===== src/rtl/core/mbp_pkg.sv =====
`timescale 1ns / 1ps
`default_nettype none
// ----------------------------------------------------------------------------
// mbp_pkg
// Shared types, constants and helpers of the MIDI byte stream parser.
// ----------------------------------------------------------------------------
package mbp_pkg;

    localparam int SYSEX_DEPTH = 64;
    localparam int SX_AW       = $clog2(SYSEX_DEPTH);
    localparam int SX_LW       = $clog2(SYSEX_DEPTH + 1);

    localparam int FIFO_DEPTH  = 4;
    localparam int FIFO_AW     = $clog2(FIFO_DEPTH);
    localparam int FIFO_CW     = $clog2(FIFO_DEPTH + 1);

    localparam logic [7:0] B_RT_MIN   = 8'hF8;
    localparam logic [7:0] B_CLOCK    = 8'hF8;
    localparam logic [7:0] B_START    = 8'hFA;
    localparam logic [7:0] B_CONTINUE = 8'hFB;
    localparam logic [7:0] B_STOP     = 8'hFC;
    localparam logic [7:0] B_SX_START = 8'hF0;
    localparam logic [7:0] B_SX_END   = 8'hF7;

    localparam logic [3:0] NIB_NOTE_OFF  = 4'h8;
    localparam logic [3:0] NIB_NOTE_ON   = 4'h9;
    localparam logic [3:0] NIB_POLY_AT   = 4'hA;
    localparam logic [3:0] NIB_CTRL      = 4'hB;
    localparam logic [3:0] NIB_PROGRAM   = 4'hC;
    localparam logic [3:0] NIB_CHAN_AT   = 4'hD;
    localparam logic [3:0] NIB_PITCH     = 4'hE;

    localparam logic [1:0] DLEN_NONE = 2'd0;
    localparam logic [1:0] DLEN_ONE  = 2'd1;
    localparam logic [1:0] DLEN_TWO  = 2'd2;

    typedef enum logic [1:0] {
        EV_NOTE    = 2'd0,
        EV_RT      = 2'd1,
        EV_SYSEX   = 2'd2,
        EV_DISCARD = 2'd3
    } t_event_kind;

    typedef enum logic [1:0] {
        RT_CLOCK    = 2'd0,
        RT_START    = 2'd1,
        RT_CONTINUE = 2'd2,
        RT_STOP     = 2'd3
    } t_rt_code;

    typedef enum logic [2:0] {
        CMD_NOTE,
        CMD_RT,
        CMD_STORE,
        CMD_FLUSH,
        CMD_DISCARD
    } t_cmd_kind;

    typedef enum logic [1:0] {
        BK_IDLE,
        BK_READ,
        BK_SEND
    } t_back_state;

    typedef struct packed {
        t_cmd_kind        kind;
        logic [7:0]       data;
        logic [SX_AW-1:0] addr;
        logic             note_on;
        logic             del;
    } t_cmd;

    typedef struct packed {
        t_event_kind event_kind;
        logic [6:0]  note_number;
        logic        note_on;
        logic [1:0]  realtime_code;
        logic [7:0]  sysex_byte;
        logic        to_delegate;
        logic        last;
    } t_event;

    function automatic logic [1:0] data_len(input logic [3:0] nib);
        logic [1:0] len;
        case (nib) inside
            NIB_NOTE_OFF, NIB_NOTE_ON, NIB_POLY_AT, NIB_CTRL, NIB_PITCH: len = DLEN_TWO;
            NIB_PROGRAM, NIB_CHAN_AT: len = DLEN_ONE;
            default: len = DLEN_NONE;
        endcase
        return len;
    endfunction

endpackage
`default_nettype wire


===== src/rtl/core/mbp_if.sv =====
`timescale 1ns / 1ps
`default_nettype none
// ----------------------------------------------------------------------------
// mbp_if
// Valid/ready channels of the parser: received bytes, events, configuration.
// ----------------------------------------------------------------------------
interface mbp_byte_if;
    logic       valid;
    logic       ready;
    logic [7:0] midi_byte;
    modport source (output valid, output midi_byte, input ready);
    modport sink   (input valid, input midi_byte, output ready);
endinterface

interface mbp_event_if;
    logic       valid;
    logic       ready;
    logic [1:0] event_kind;
    logic [6:0] note_number;
    logic       note_on;
    logic [1:0] realtime_code;
    logic [7:0] sysex_byte;
    logic       to_delegate;
    logic       last;
    modport source (output valid, output event_kind, output note_number, output note_on,
                    output realtime_code, output sysex_byte, output to_delegate,
                    output last, input ready);
    modport sink   (input valid, input event_kind, input note_number, input note_on,
                    input realtime_code, input sysex_byte, input to_delegate,
                    input last, output ready);
endinterface

interface mbp_cfg_if;
    logic valid;
    logic ready;
    logic delegated_mode;
    modport source (output valid, output delegated_mode, input ready);
    modport sink   (input valid, input delegated_mode, output ready);
endinterface
`default_nettype wire


===== src/rtl/core/mbp_front.sv =====
`timescale 1ns / 1ps
`default_nettype none
// ----------------------------------------------------------------------------
// mbp_front
// Byte classifier: running status, sysex capture tracking, command issue.
// ----------------------------------------------------------------------------
module mbp_front import mbp_pkg::*; (
    input  wire logic  i_clk,
    input  wire logic  i_rst_n,
    mbp_byte_if.sink   i_byte,
    mbp_cfg_if.sink    i_cfg,
    input  wire logic  i_full,
    output logic       o_push,
    output t_cmd       o_cmd
);

    logic             r_del;
    logic             r_in_sysex, n_in_sysex;
    logic [SX_LW-1:0] r_sx_len, n_sx_len;
    logic             r_rs_valid, n_rs_valid;
    logic [3:0]       r_rs_hi, n_rs_hi;
    logic             r_seen, n_seen;
    logic [6:0]       r_first, n_first;

    logic             accept;
    logic             do_clear;
    logic             rt_hit;
    logic [1:0]       rt_code;
    logic [SX_LW-1:0] len_eff;
    logic [7:0]       b;

    assign i_byte.ready = !i_full;
    assign i_cfg.ready  = 1'b1;
    assign accept       = i_byte.valid && !i_full;
    assign b            = i_byte.midi_byte;

    always_comb begin
        rt_hit = 1'b1;
        case (b)
            B_CLOCK:    rt_code = RT_CLOCK;
            B_START:    rt_code = RT_START;
            B_CONTINUE: rt_code = RT_CONTINUE;
            B_STOP:     rt_code = RT_STOP;
            default: begin
                rt_code = RT_CLOCK;
                rt_hit  = 1'b0;
            end
        endcase
    end

    assign len_eff = (b == B_SX_START) ? '0 : r_sx_len;

    always_comb begin
        n_in_sysex = r_in_sysex;
        n_sx_len   = r_sx_len;
        n_rs_valid = r_rs_valid;
        n_rs_hi    = r_rs_hi;
        n_seen     = r_seen;
        n_first    = r_first;
        do_clear   = 1'b0;
        o_push     = 1'b0;
        o_cmd      = '0;
        o_cmd.kind = CMD_STORE;
        o_cmd.del  = r_del;
        o_cmd.data = b;
        if (accept) begin
            if (b >= B_RT_MIN) begin
                o_cmd.kind = CMD_RT;
                o_cmd.data = {6'd0, rt_code};
                o_push     = rt_hit && !r_del;
            end else if (r_in_sysex) begin
                o_push = 1'b1;
                if (len_eff >= SX_LW'(SYSEX_DEPTH)) begin
                    o_cmd.kind = CMD_DISCARD;
                    o_cmd.data = '0;
                    do_clear   = 1'b1;
                end else begin
                    o_cmd.addr = len_eff[SX_AW-1:0];
                    if (b == B_SX_END) begin
                        o_cmd.kind = CMD_FLUSH;
                        do_clear   = 1'b1;
                    end else begin
                        n_sx_len = SX_LW'(len_eff + 1'b1);
                    end
                end
            end else if (b == B_SX_START) begin
                do_clear = 1'b1;
                o_push   = 1'b1;
            end else if (b[7]) begin
                n_seen = 1'b0;
                if (data_len(b[7:4]) != DLEN_NONE) begin
                    n_rs_valid = 1'b1;
                    n_rs_hi    = b[7:4];
                end else begin
                    n_rs_valid = 1'b0;
                    n_rs_hi    = '0;
                end
            end else if (r_rs_valid) begin
                if (!r_seen) begin
                    n_first = b[6:0];
                end
                if (data_len(r_rs_hi) == DLEN_TWO && !r_seen) begin
                    n_seen = 1'b1;
                end else begin
                    n_seen = 1'b0;
                    if (!r_del && (r_rs_hi == NIB_NOTE_OFF || r_rs_hi == NIB_NOTE_ON)) begin
                        o_push        = 1'b1;
                        o_cmd.kind    = CMD_NOTE;
                        o_cmd.data    = {1'b0, r_first};
                        o_cmd.note_on = (r_rs_hi == NIB_NOTE_ON) && (b[6:0] != 7'd0);
                    end
                end
            end
            if (do_clear) begin
                n_in_sysex = 1'b0;
                n_sx_len   = '0;
                n_rs_valid = 1'b0;
                n_rs_hi    = '0;
                n_seen     = 1'b0;
                n_first    = '0;
            end
            if (!r_in_sysex && b == B_SX_START) begin
                n_in_sysex = 1'b1;
                n_sx_len   = SX_LW'(1);
            end
        end
    end

    always_ff @(posedge i_clk) begin
        if (!i_rst_n) begin
            r_del      <= 1'b0;
            r_in_sysex <= 1'b0;
            r_sx_len   <= '0;
            r_rs_valid <= 1'b0;
            r_rs_hi    <= '0;
            r_seen     <= 1'b0;
            r_first    <= '0;
        end else begin
            if (i_cfg.valid) begin
                r_del <= i_cfg.delegated_mode;
            end
            r_in_sysex <= n_in_sysex;
            r_sx_len   <= n_sx_len;
            r_rs_valid <= n_rs_valid;
            r_rs_hi    <= n_rs_hi;
            r_seen     <= n_seen;
            r_first    <= n_first;
        end
    end

endmodule
`default_nettype wire


===== src/rtl/core/mbp_cmd_fifo.sv =====
`timescale 1ns / 1ps
`default_nettype none
// ----------------------------------------------------------------------------
// mbp_cmd_fifo
// Short command queue between the classifier and the event sequencer.
// ----------------------------------------------------------------------------
module mbp_cmd_fifo import mbp_pkg::*; (
    input  wire logic  i_clk,
    input  wire logic  i_rst_n,
    input  wire logic  i_push,
    input  wire t_cmd  i_cmd,
    input  wire logic  i_pop,
    output t_cmd       o_cmd,
    output logic       o_full,
    output logic       o_empty
);

    t_cmd               r_mem [FIFO_DEPTH];
    logic [FIFO_AW-1:0] r_wr_ptr;
    logic [FIFO_AW-1:0] r_rd_ptr;
    logic [FIFO_CW-1:0] r_count, n_count;

    assign o_full  = (r_count == FIFO_CW'(FIFO_DEPTH));
    assign o_empty = (r_count == '0);
    assign o_cmd   = r_mem[r_rd_ptr];

    always_comb begin
        n_count = r_count;
        if (i_push && !i_pop) begin
            n_count = FIFO_CW'(r_count + 1'b1);
        end else if (i_pop && !i_push) begin
            n_count = FIFO_CW'(r_count - 1'b1);
        end
    end

    always_ff @(posedge i_clk) begin
        if (i_push) begin
            r_mem[r_wr_ptr] <= i_cmd;
        end
    end

    always_ff @(posedge i_clk) begin
        if (!i_rst_n) begin
            r_wr_ptr <= '0;
            r_rd_ptr <= '0;
            r_count  <= '0;
        end else begin
            if (i_push) begin
                r_wr_ptr <= FIFO_AW'(r_wr_ptr + 1'b1);
            end
            if (i_pop) begin
                r_rd_ptr <= FIFO_AW'(r_rd_ptr + 1'b1);
            end
            r_count <= n_count;
        end
    end

`ifndef SYNTHESIS
    a_no_push_full: assert property (@(posedge i_clk) disable iff (!i_rst_n)
        i_push |-> !o_full)
        else $error("command pushed into full queue");
    a_no_pop_empty: assert property (@(posedge i_clk) disable iff (!i_rst_n)
        i_pop |-> !o_empty)
        else $error("command popped from empty queue");
`endif

endmodule
`default_nettype wire


===== src/rtl/core/mbp_back.sv =====
`timescale 1ns / 1ps
`default_nettype none
// ----------------------------------------------------------------------------
// mbp_back
// Event sequencer: owns the sysex store, replays captured runs, drives events.
// ----------------------------------------------------------------------------
module mbp_back import mbp_pkg::*; (
    input  wire logic  i_clk,
    input  wire logic  i_rst_n,
    input  wire t_cmd  i_cmd,
    input  wire logic  i_empty,
    output logic       o_pop,
    mbp_event_if.source o_event
);

    logic [7:0]       r_mem [SYSEX_DEPTH];
    t_back_state      r_state, n_state;
    logic [SX_AW-1:0] r_rd_idx, n_rd_idx;
    logic [SX_AW-1:0] r_last_idx;
    logic             r_del;
    t_event           r_out;
    logic             mem_we;
    logic             send_done;

    always_comb begin
        n_state = r_state;
        case (r_state)
            BK_IDLE: begin
                if (!i_empty) begin
                    case (i_cmd.kind)
                        CMD_NOTE, CMD_RT, CMD_DISCARD: n_state = BK_SEND;
                        CMD_FLUSH: n_state = BK_READ;
                        default: n_state = BK_IDLE;
                    endcase
                end
            end
            BK_READ: n_state = BK_SEND;
            BK_SEND: begin
                if (o_event.ready) begin
                    n_state = r_out.last ? BK_IDLE : BK_READ;
                end
            end
            default: n_state = BK_IDLE;
        endcase
    end

    always_comb begin
        o_pop     = (r_state == BK_IDLE) && !i_empty;
        mem_we    = o_pop && (i_cmd.kind == CMD_STORE || i_cmd.kind == CMD_FLUSH);
        send_done = (r_state == BK_SEND) && o_event.ready;
        n_rd_idx  = r_rd_idx;
        if (o_pop && i_cmd.kind == CMD_FLUSH) begin
            n_rd_idx = '0;
        end else if (send_done && !r_out.last) begin
            n_rd_idx = SX_AW'(r_rd_idx + 1'b1);
        end
        o_event.valid         = (r_state == BK_SEND);
        o_event.event_kind    = r_out.event_kind;
        o_event.note_number   = r_out.note_number;
        o_event.note_on       = r_out.note_on;
        o_event.realtime_code = r_out.realtime_code;
        o_event.sysex_byte    = r_out.sysex_byte;
        o_event.to_delegate   = r_out.to_delegate;
        o_event.last          = r_out.last;
    end

    always_ff @(posedge i_clk) begin
        if (mem_we) begin
            r_mem[i_cmd.addr] <= i_cmd.data;
        end
    end

    always_ff @(posedge i_clk) begin
        if (o_pop) begin
            r_out <= '0;
            case (i_cmd.kind)
                CMD_NOTE: begin
                    r_out.event_kind  <= EV_NOTE;
                    r_out.note_number <= i_cmd.data[6:0];
                    r_out.note_on     <= i_cmd.note_on;
                    r_out.last        <= 1'b1;
                end
                CMD_RT: begin
                    r_out.event_kind    <= EV_RT;
                    r_out.realtime_code <= i_cmd.data[1:0];
                    r_out.last          <= 1'b1;
                end
                CMD_DISCARD: begin
                    r_out.event_kind  <= EV_DISCARD;
                    r_out.to_delegate <= i_cmd.del;
                    r_out.last        <= 1'b1;
                end
                default: begin
                end
            endcase
            r_last_idx <= i_cmd.addr;
            r_del      <= i_cmd.del;
        end else if (r_state == BK_READ) begin
            r_out             <= '0;
            r_out.event_kind  <= EV_SYSEX;
            r_out.sysex_byte  <= r_mem[r_rd_idx];
            r_out.to_delegate <= r_del;
            r_out.last        <= (r_rd_idx == r_last_idx);
        end
    end

    always_ff @(posedge i_clk) begin
        if (!i_rst_n) begin
            r_state  <= BK_IDLE;
            r_rd_idx <= '0;
        end else begin
            r_state  <= n_state;
            r_rd_idx <= n_rd_idx;
        end
    end

`ifndef SYNTHESIS
    a_read_in_run: assert property (@(posedge i_clk) disable iff (!i_rst_n)
        (r_state == BK_READ) |-> (r_rd_idx <= r_last_idx))
        else $error("sysex replay index past end of run");
    a_read_then_send: assert property (@(posedge i_clk) disable iff (!i_rst_n)
        (r_state == BK_READ) |=> (r_state == BK_SEND && r_out.event_kind == EV_SYSEX))
        else $error("sysex read not followed by sysex transfer");
    a_run_advance: assert property (@(posedge i_clk) disable iff (!i_rst_n)
        (send_done && !r_out.last) |=>
            (r_state == BK_READ && r_rd_idx == SX_AW'($past(r_rd_idx) + 1'b1)))
        else $error("sysex replay did not advance by one");
`endif

endmodule
`default_nettype wire


===== src/rtl/core/midi_byte_stream_parser.sv =====
`timescale 1ns / 1ps
`default_nettype none
// ----------------------------------------------------------------------------
// midi_byte_stream_parser
// MIDI byte parser with running status, note and realtime events and sysex
// capture/replay, split into a classifier and an event sequencer.
//
//   channel   dir   payload                                   transfer
//   i_byte    in    midi_byte                                 valid & ready
//   i_cfg     in    delegated_mode                            valid & ready
//   o_event   out   event_kind, note_number, note_on,         valid & ready
//                   realtime_code, sysex_byte, to_delegate, last
//
// A byte is classified as it is accepted; a note, realtime or discard event
// is offered from the event register once popped from the command queue.
// Sysex replay: registered store read, then transfer, per byte, up to 64 bytes.
// i_byte stalls only while the four-entry command queue is full.
// i_cfg is always ready. Synchronous active-low reset clears parser state
// and the queue; the sysex store is not cleared.
// ----------------------------------------------------------------------------
module midi_byte_stream_parser import mbp_pkg::*; (
    input  wire logic   i_clk,
    input  wire logic   i_rst_n,
    mbp_byte_if.sink    i_byte,
    mbp_cfg_if.sink     i_cfg,
    mbp_event_if.source o_event
);

    logic push;
    logic pop;
    logic full;
    logic empty;
    t_cmd push_cmd;
    t_cmd head_cmd;

    mbp_front u_front (
        .i_clk   (i_clk),
        .i_rst_n (i_rst_n),
        .i_byte  (i_byte),
        .i_cfg   (i_cfg),
        .i_full  (full),
        .o_push  (push),
        .o_cmd   (push_cmd)
    );

    mbp_cmd_fifo u_fifo (
        .i_clk   (i_clk),
        .i_rst_n (i_rst_n),
        .i_push  (push),
        .i_cmd   (push_cmd),
        .i_pop   (pop),
        .o_cmd   (head_cmd),
        .o_full  (full),
        .o_empty (empty)
    );

    mbp_back u_back (
        .i_clk   (i_clk),
        .i_rst_n (i_rst_n),
        .i_cmd   (head_cmd),
        .i_empty (empty),
        .o_pop   (pop),
        .o_event (o_event)
    );

endmodule
`default_nettype wire

===== src/flat_wrapper.sv =====
// flat-port wrapper written by rule: the top's interface ports become plain ports
module midi_byte_stream_parser_flat import mbp_pkg::*;
  (i_clk, i_rst_n, i_byte_valid, i_byte_midi_byte, i_byte_ready, i_cfg_valid, i_cfg_delegated_mode, i_cfg_ready, o_event_valid, o_event_event_kind, o_event_note_number, o_event_note_on, o_event_realtime_code, o_event_sysex_byte, o_event_to_delegate, o_event_last, o_event_ready);
  mbp_byte_if i_byte_i ();
  mbp_cfg_if i_cfg_i ();
  mbp_event_if o_event_i ();
  input  wire logic i_clk;
  input  wire logic i_rst_n;
  input wire logic [$bits(i_byte_i.valid)-1:0] i_byte_valid;
  input wire logic [$bits(i_byte_i.midi_byte)-1:0] i_byte_midi_byte;
  output wire logic [$bits(i_byte_i.ready)-1:0] i_byte_ready;
  input wire logic [$bits(i_cfg_i.valid)-1:0] i_cfg_valid;
  input wire logic [$bits(i_cfg_i.delegated_mode)-1:0] i_cfg_delegated_mode;
  output wire logic [$bits(i_cfg_i.ready)-1:0] i_cfg_ready;
  output wire logic [$bits(o_event_i.valid)-1:0] o_event_valid;
  output wire logic [$bits(o_event_i.event_kind)-1:0] o_event_event_kind;
  output wire logic [$bits(o_event_i.note_number)-1:0] o_event_note_number;
  output wire logic [$bits(o_event_i.note_on)-1:0] o_event_note_on;
  output wire logic [$bits(o_event_i.realtime_code)-1:0] o_event_realtime_code;
  output wire logic [$bits(o_event_i.sysex_byte)-1:0] o_event_sysex_byte;
  output wire logic [$bits(o_event_i.to_delegate)-1:0] o_event_to_delegate;
  output wire logic [$bits(o_event_i.last)-1:0] o_event_last;
  input wire logic [$bits(o_event_i.ready)-1:0] o_event_ready;
  assign i_byte_i.valid = i_byte_valid;
  assign i_byte_i.midi_byte = i_byte_midi_byte;
  assign i_byte_ready = i_byte_i.ready;
  assign i_cfg_i.valid = i_cfg_valid;
  assign i_cfg_i.delegated_mode = i_cfg_delegated_mode;
  assign i_cfg_ready = i_cfg_i.ready;
  assign o_event_valid = o_event_i.valid;
  assign o_event_event_kind = o_event_i.event_kind;
  assign o_event_note_number = o_event_i.note_number;
  assign o_event_note_on = o_event_i.note_on;
  assign o_event_realtime_code = o_event_i.realtime_code;
  assign o_event_sysex_byte = o_event_i.sysex_byte;
  assign o_event_to_delegate = o_event_i.to_delegate;
  assign o_event_last = o_event_i.last;
  assign o_event_i.ready = o_event_ready;
  midi_byte_stream_parser u_core (.i_clk(i_clk), .i_rst_n(i_rst_n), .i_byte(i_byte_i), .i_cfg(i_cfg_i), .o_event(o_event_i));
endmodule

===== config.mk =====
export PLATFORM = sky130hd
export DESIGN_NAME = midi_byte_stream_parser_flat
export DESIGN_NICKNAME = d
export VERILOG_FILES = /design/src/rtl/core/mbp_pkg.sv /design/src/rtl/core/mbp_if.sv /design/src/rtl/core/mbp_front.sv /design/src/rtl/core/mbp_cmd_fifo.sv /design/src/rtl/core/mbp_back.sv /design/src/rtl/core/midi_byte_stream_parser.sv /design/src/flat_wrapper.sv
export SDC_FILE = /design/constraint.sdc
export NUM_CORES = 1
export LEC_CHECK = 0
export BUFFER_PORTS_ARGS = -buffer_cell sky130_fd_sc_hd__buf_2
export CAP_MARGIN = 0
export CORE_UTILIZATION = 55
export CTS_CLUSTER_DIAMETER = 200
export DETAILED_ROUTE_END_ITERATION = 8
export HOLD_SLACK_MARGIN = 0.12
export PLACE_DENSITY = 0.71
export SLEW_MARGIN = 10
export SYNTH_ARGS = -nofsm -noshare
export SYNTH_HDL_FRONTEND = slang
export SYNTH_SLANG_ARGS = --single-unit
export TNS_END_PERCENT = 20

===== constraint.sdc =====
create_clock -name i_clk -period 4.15 [get_ports i_clk]
set_clock_uncertainty 0.05 [all_clocks]
set_input_delay 0.6225 -clock i_clk [delete_from_list [all_inputs] [get_ports i_clk]]
set_output_delay 0.6225 -clock i_clk [all_outputs]
set_load 0.01 [all_outputs]

==> results of run 1 <==
-- critical path, stage by stage, from the launching register on --
cell and delay, ns:
dfxtp_1 0.62, buf_4 0.29, mux4_2 0.47, nor2_1 0.40, nand3_4 0.25, nor2_1 0.72
-- power by group through the flow --
stage / registers [uW] / logic (uW) / clock network, uW
floorplan: 8330 / 1370 / 0
global placement: 8370 / 2130 / 0
detailed placement: 8370 / 2180 / 0
CTS: 8230 / 2190 / 5910
global route: 8260 / 2340 / 6150
finish: 8230 / 2170 / 5830
-- layout make-up --
class / instances / area share, %
clock buffer: 93 / 6.48
clock inverter: 26 / 0.760
inverter: 14 / 0.179
multi-input combinational: 592 / 22.0
sequential: 661 / 66.0
tap: 607 / 2.59
timing repair buffer: 85 / 1.99
-- worst max path at each step --
| stage | from | endpoint | slack (ns) | depth (start not counted) |
|---|---|---|---|---|
| final | register | u_core.u_back.r_mem[49][6]$_DFFE_PP_ | 0.95 | 5 |
| after global routing | register | u_core.u_back.r_mem[60][3]$_DFFE_PP_ | 0.77 | 5 |
| after global placement | i_byte_midi_byte[7] | u_core.u_fifo.r_count[2]$_SDFFE_PN0P_ | 0.85 | 10 |
| after floorplan | i_byte_midi_byte[3] | u_core.u_fifo.r_count[2]$_SDFFE_PN0P_ | 1.13 | 10 |
| after CTS | register | u_core.u_back.r_mem[4][3]$_DFFE_PP_ | 0.93 | 5 |
| after detailed placement | i_byte_midi_byte[7] | u_core.u_fifo.r_count[2]$_SDFFE_PN0P_ | 0.78 | 10 |
-- per-stage QoR --
step           worst slack [ns]  std cells
6_report                  0.954       2078
5_1_grt                   0.775       2078
4_1_cts                   0.933       2078
3_5_place_dp              0.784       1959
3_3_place_gp              0.848       1959
2_1_floorplan              1.13       1331
-- layer usage --
layer	GRT usage, %	vias to the layer above	share of wire (%)
met1	31.6	6682	42
met3	5.07	99	6.7
met2	37.2	501	49
met4	6.60	0	2.6
met5	0	-	0
li1	-	5631	-
-- flip-flops by register name, indices dropped and copies added (netlist names), 2 cells and up, named ones only --
name	count
u_core.u_fifo.r_count	3
u_core.u_fifo.r_mem	76
u_core.u_back.r_last_idx	6
u_core.u_front.r_rs_hi	3
u_core.u_front.r_first	7
u_core.u_fifo.r_wr_ptr	2
u_core.u_front.r_sx_len	7
u_core.u_back.r_state	2
u_core.u_fifo.r_rd_ptr	2
u_core.u_back.o_event.event_kind	2
u_core.u_back.o_event.realtime_code	2
u_core.u_back.o_event.note_number	7
u_core.u_back.r_rd_idx	6
u_core.u_back.o_event.sysex_byte	8
u_core.u_back.r_mem	512
-- layout by cell type (no fill, tap or decap), drive strengths merged, types with 4 or more instances in the layout --
master  instances
edfxtp        609
mux4          147
nor2          101
clkbuf         93
buf            85
dfxtp          52
mux2i          51
nand2          36
and2           21
o21ai          20
clkinv         19
nand3          18
a22oi          16
a221oi         16
a22o           15
inv            15
nor3           10
mux2           10
xnor2           9
xor2            9
nand2b          9
a21oi           8
a31oi           8
nor2b           7
ha              7
o211ai          6
nand4           6
or3             5
a21o            4
and3            4
bufinv          4
o31ai           4
nand3b          4
-- cell families after synthesis --
logic type / Yosys count
and+or+nand+nor: 238
AOI/OAI and AO/OA: 119
other: 1
DFF: 661
muxes: 208
xor gates and xnor gates: 18
buffers and inverters: 78
adders and majority gates: 8
==> run metrics, run 1 <==
status finished with violations; failing checks design-rule violations; clk root buf clkbuf_16; antenna violations before repair 0; Routed Antenna Nets 0; Design Area, Final 29300 um2; vias in the first global route approximately 13000; Max-Cap Viols 0; post-synthesis mux area share about 15%; Synth Area in Simple Gates a little under 5%; Total GRT Usage 23.0%; Hold Fails Final Rpt 0; drt drc 3; Seq pwr share 50.7%; Slew Limit Headroom about a third; WL/cell 25.9 um; setup TNS 0 ns; Max Freq about 310 MHz; die span in x around 220 um; sequential share of the synthesized area 73.9%; layout cells sized above 1 between 20% and 30%; top-count cell post-synth edfxtp_1; Hold EP u_core.u_front.r_del$_SDFFE_PN0P_; syn_nets ~1400; Hold-fix buffers, CTS 0; hpwl dp 33.6 mm; top cells by count, synth 609 x edfxtp_1, 147 x mux4_2, 100 x nor2_1, 52 x dfxtp_1, 51 x mux2i_1; Core Util, Final 62.7%; fin nets 1444; VDD IR max ~0.45 mV; Power Total between 15000 and 20000 uW; Top FF cell, synth edfxtp_1; post-synthesis register bit count 661; max-slew violations 0; period utilization 77.0%; critical path required time about 4.3 ns; drt pass-1 iters 8; synth warn 0; library cells used by synthesis 72; clock latency on the worst-skew pair between 0.5 and 0.6 ns; Crit Path Max Fanout 10; first-pass GRT wire length about 80 mm; TritonCTS buffer count roughly 70; RR Endpoint u_core.u_back.r_mem[49][6]$_DFFE_PP_; Row Count 79; initial core utilization 55.9%; Post-synth EDFFs 609; Critical Path Source Type register; Post-Syn Instances 1331; die height 220 um; post-CTS setup buffers 0; Adder-Cell Fraction of Synth Area less than 1%; CTS tree built; Setup crit end kind register; DRT iter0 DRCs 1385; Worst R2R Path Depth 5; clock network power share 35.9%; area post-placement approximately 27000 um2; final WL about 54 mm; Core Box Area about 47000 um2; Switching Share between 20% and 30%; ys async rst share 0%; largest net degree at the start of global routing 66; post-synth top area cell edfxtp_1; GRT Residual Overflow 0; Cell Area, Synth between 20000 and 30000 um2; Synth-to-Final Area Change 12.0%; FF+latch area a little under 20000 um2; H-tree levels 3; area share of the largest cell type after synthesis around 70%; fillers between 3000 and 4000; Port Buf Inserts 37; Area contributors post-synth edfxtp_1 70%, mux4_2 13%, dfxtp_1 4.0%; via count 12900; Synth Area per Inst about 20 um2; n_diodes 0; final setup violation count 0; HP Class in -> reg; Tmin final ~3.2 ns; combinational share of power a little over an eighth; Worst R2R Setup Slack around 0.95 ns; die footprint roughly 48000 um2; cell internal pwr between 10000 and 15000 uW; post-cts gate resize count 0; min-delay src i_cfg_delegated_mode; vias per inst approximately 6.2; critical path class reg -> reg; Least-Margin Pin Slew 0.997 ns; P_leak 0.00914 uW; compound-gate portion of the synthesized area ~3.6%; GPL Wtd Cong between 0.9 and 1; largest family of logic cells by synthesized area multiplexers; Multi-input gate area roughly 6400 um2; Sw Pwr 4080 uW; CTS sink count between 600 and 700; clock slew seen by the registers of the worst setup and hold paths approximately 0.060 ns; XOR/XNOR Fraction of Synth Area 0.603%; Max Root-Sink Buffers 3; Cell Pwr Density about 550 nW/um2; RSZ-0062 raised after global routing no; hold depth 3; CP arrival 3.34 ns; I/O pins 39; hold slack 0.233 ns
Note: power is estimated with default switching activity, not from simulation.
==> inputs of run 2 (changes only) <==
- clock period: 4.15 -> 3.1 ns (I/O delays scaled with it)
==> run 2 against run 1 <==
  * Critical endpoint is now u_core.u_fifo.r_count[2]$_SDFFE_PN0P_
  * Sequential power rose by 34%
  * Via count rose by 3.0%
  * The run still ends with design-rule violations left
  * Routed wire length rose by 2.4%
  * Fmax rose by 15%
  * Clock power rose by 37%
  * First-iteration DRC count fell by 12%
  * Critical path type unchanged
  * Global-route usage rose by 0.55 points
  * Hold slack got worse by 0.10 ns
==> run metrics, run 2 (synthesized netlist as in run 1, its figures left out) <==
Least-Margin Pin Slew 0.845 ns (was 0.997 ns); critical path class reg -> reg (unchanged); DRT iter0 DRCs 1219 (was 1385); largest net degree at the start of global routing 66 (unchanged); critical path's slowest cell a311oi_4 (was nor2_1); hpwl dp 34.3 mm (was 33.6 mm); worst path bufs/invs 1 (unchanged); vias in the first global route 13500 (was 13100); max-slew violations 0 (unchanged); Slew Limit Headroom 43.6% (was 33.3%); Design Area, Final 30100 um2 (was 29300 um2); hold depth 3 (unchanged); vias per inst 6.16 (was 6.21); clock slew seen by the registers of the worst setup and hold paths 0.06 ns (about the same); Port Buf Inserts 37 (unchanged); CP cell instances nor4b_1, nand3_1, a311oi_4, ha_1, inv_1, fa_1, xor2_1, or3_1, a21oi_1 (was buf_4, mux4_2, nor2_1, nand3_4, nor2_1); n_diodes 0 (unchanged); Max-Cap Viols 0 (unchanged); WL/cell 25.5 um (was 25.9 um); Crit path depth 9 (was 5); final WL 55.1 mm (was 53.8 mm); period utilization 89.6% (was 77.0%); post-CTS setup buffers 0 (unchanged); r2r startpoint u_core.u_front.r_rs_valid$_SDFFE_PN0P_; die height 220 um (unchanged); Top reg by flops u_core.u_back.r_mem (unchanged); die span in x 220 um (unchanged); Cell Pwr Density 736 nW/um2 (was 554 nW/um2); Row Count 79 (unchanged); HP Class in -> reg (unchanged); final setup violation count 0 (unchanged); post-cts gate resize count 0 (unchanged); CP max stage delay 0.40 ns (was 0.72 ns); Core Box Area 46800 um2 (unchanged); antenna violations before repair 0 (unchanged); first-pass GRT wire length 82.6 mm (was 80.5 mm); Critical Path End u_core.u_fifo.r_count[2]$_SDFFE_PN0P_ (was u_core.u_back.r_mem[49][6]$_DFFE_PP_); via count 13300 (was 12900); Worst R2R Path Depth 9 (was 5); status finished with violations (unchanged); Max Root-Sink Buffers 3 (unchanged); commonest non-fill, non-tap cell in the layout edfxtp_1 (unchanged); Hold-fix buffers, CTS 2 (was 0); Worst R2R Setup Slack 0.32 ns (was 0.95 ns); failing checks design-rule violations (unchanged); Max Freq 360 MHz (was 313 MHz); Hold Fails Final Rpt 0 (unchanged); Total GRT Usage 23.5% (was 23.0%); layout cells sized above 1 28.6% (was 24.4%); VDD IR max 0.454 mV (was 0.455 mV); clk root buf clkbuf_16 (unchanged); Critical Path Source Type register (unchanged); die footprint 48400 um2 (unchanged); CP startpoint u_core.u_front.r_rs_valid$_SDFFE_PN0P_; drt drc 2 (was 3); max reg flops 512 (unchanged); Crit Path Max Fanout 5 (was 10); P_leak 0.00963 uW (was 0.00914 uW); critical path required time 3.55 ns (was 4.30 ns); min-delay src i_cfg_valid (was i_cfg_delegated_mode); CTS sink count 661 (unchanged); kind of cell adding the most delay to the critical path simple AND/OR/NAND/NOR gates (unchanged); GPL Wtd Cong 0.897 (was 0.923); I/O pins 39 (unchanged); CTS tree built (unchanged); initial core utilization 55.9% (unchanged); Routed Antenna Nets 0 (unchanged); CP arrival 3.23 ns (was 3.34 ns); Largest regs u_core.u_back.r_mem: 512 flops, u_core.u_fifo.r_mem: 76 flops, u_core.u_back.o_event.sysex_byte: 8 flops (unchanged); H-tree levels 3 (unchanged); RR Endpoint u_core.u_fifo.r_count[2]$_SDFFE_PN0P_ (was u_core.u_back.r_mem[49][6]$_DFFE_PP_); clock latency on the worst-skew pair 0.58 ns (was 0.59 ns); Synth-to-Final Area Change 14.9% (was 12.0%); TritonCTS buffer count 67 (was 68); area post-placement 27900 um2 (was 27200 um2); fin nets 1525 (was 1444); drt pass-1 iters 9 (was 8); Setup crit end kind register (unchanged); setup TNS 0 ns (unchanged); Tmin final 2.78 ns (was 3.20 ns); RSZ-0062 raised after global routing no (unchanged); commonest non-fill, non-tap cells in the layout 609 x edfxtp_1, 147 x mux4_2, 119 x buf_4 (was 609 x edfxtp_1, 147 x mux4_2, 100 x nor2_1); GRT Residual Overflow 0 (unchanged)
run 2: changes by cell type in the layout (fill, tap and decap cells not counted), moves of 3 or more:
| cell | before | now |
|---|---|---|
| buf_12 | 3 | 9 |
| clkinv_1 | 13 | 10 |
| clkinv_4 | 0 | 3 |
| clkbuf_1 | 18 | 14 |
| clkbuf_8 | 4 | 0 |
| buf_4 | 45 | 119 |
| clkinv_2 | 6 | 11 |
run 2: cell type report:
| cell class | count | area, um2 |
|---|---|---|
| Tap cell | 607 | 759 |
| Sequential cell | 661 | 19300 |
| Clock inverter | 31 | 307 |
| Multi-Input combinational cell | 592 | 6440 |
| Inverter | 14 | 52.6 |
| Timing Repair Buffer | 167 | 1280 |
| Fill cell | 3121 | 16700 |
| Clock buffer | 87 | 1880 |
run 2: worst reg2reg max path, stage by stage (launching register included):
cell	delay, ns
dfxtp_1	0.38
nor4b_1	0.33
nand3_1	0.21
a311oi_4	0.40
ha_1	0.27
inv_1	0.07
fa_1	0.37
xor2_1	0.18
or3_1	0.31
a21oi_1	0.14
run 2: report_power, final:
part           leakage, uW  total [uW]  internal (uW)  switching (uW)
logic              0.00259        3150           1010            2140
clock network      0.00107        8000           4770            3220
registers          0.00597       11000          10800             177
run 2: worst min-delay path by stage:
stage | endpoint | slack [ns]
after floorplan | u_core.u_front.r_first[1]$_SDFFE_PN0P_ | 0.40
after global placement | u_core.u_front.r_first[0]$_SDFFE_PN0P_ | 0.41
after detailed placement | u_core.u_front.r_rs_hi[1]$_SDFFE_PN0P_ | 0.41
after CTS | u_core.u_front.r_del$_SDFFE_PN0P_ | 0.12
after global routing | u_core.u_front.r_del$_SDFFE_PN0P_ | 0.14
final | u_core.u_front.r_del$_SDFFE_PN0P_ | 0.13
run 2: per-stage QoR:
stage | setup WS [ns] | std cells | utilization [%] | hold WS, ns | total power (uW)
finish | 0.323 | 2159 | 64.3 | 0.132 | 22100
global route | 0.185 | 2159 | 64.3 | 0.145 | 22800
CTS | 0.346 | 2159 | 64.3 | 0.120 | 22300
detailed placement | 0.163 | 2039 | 59.6 | 0.415 | 14300
global placement | 0.213 | 2039 | 59.6 | 0.414 | 14200
floorplan | 0.233 | 1331 | - | 0.399 | 13000
run 2: routing by layer:
layer  track usage (%)  wire [um]
met4              7.61       1570
met1              32.5      23100
met5                 0          0
met2              37.6      26900
met3              5.09       3600
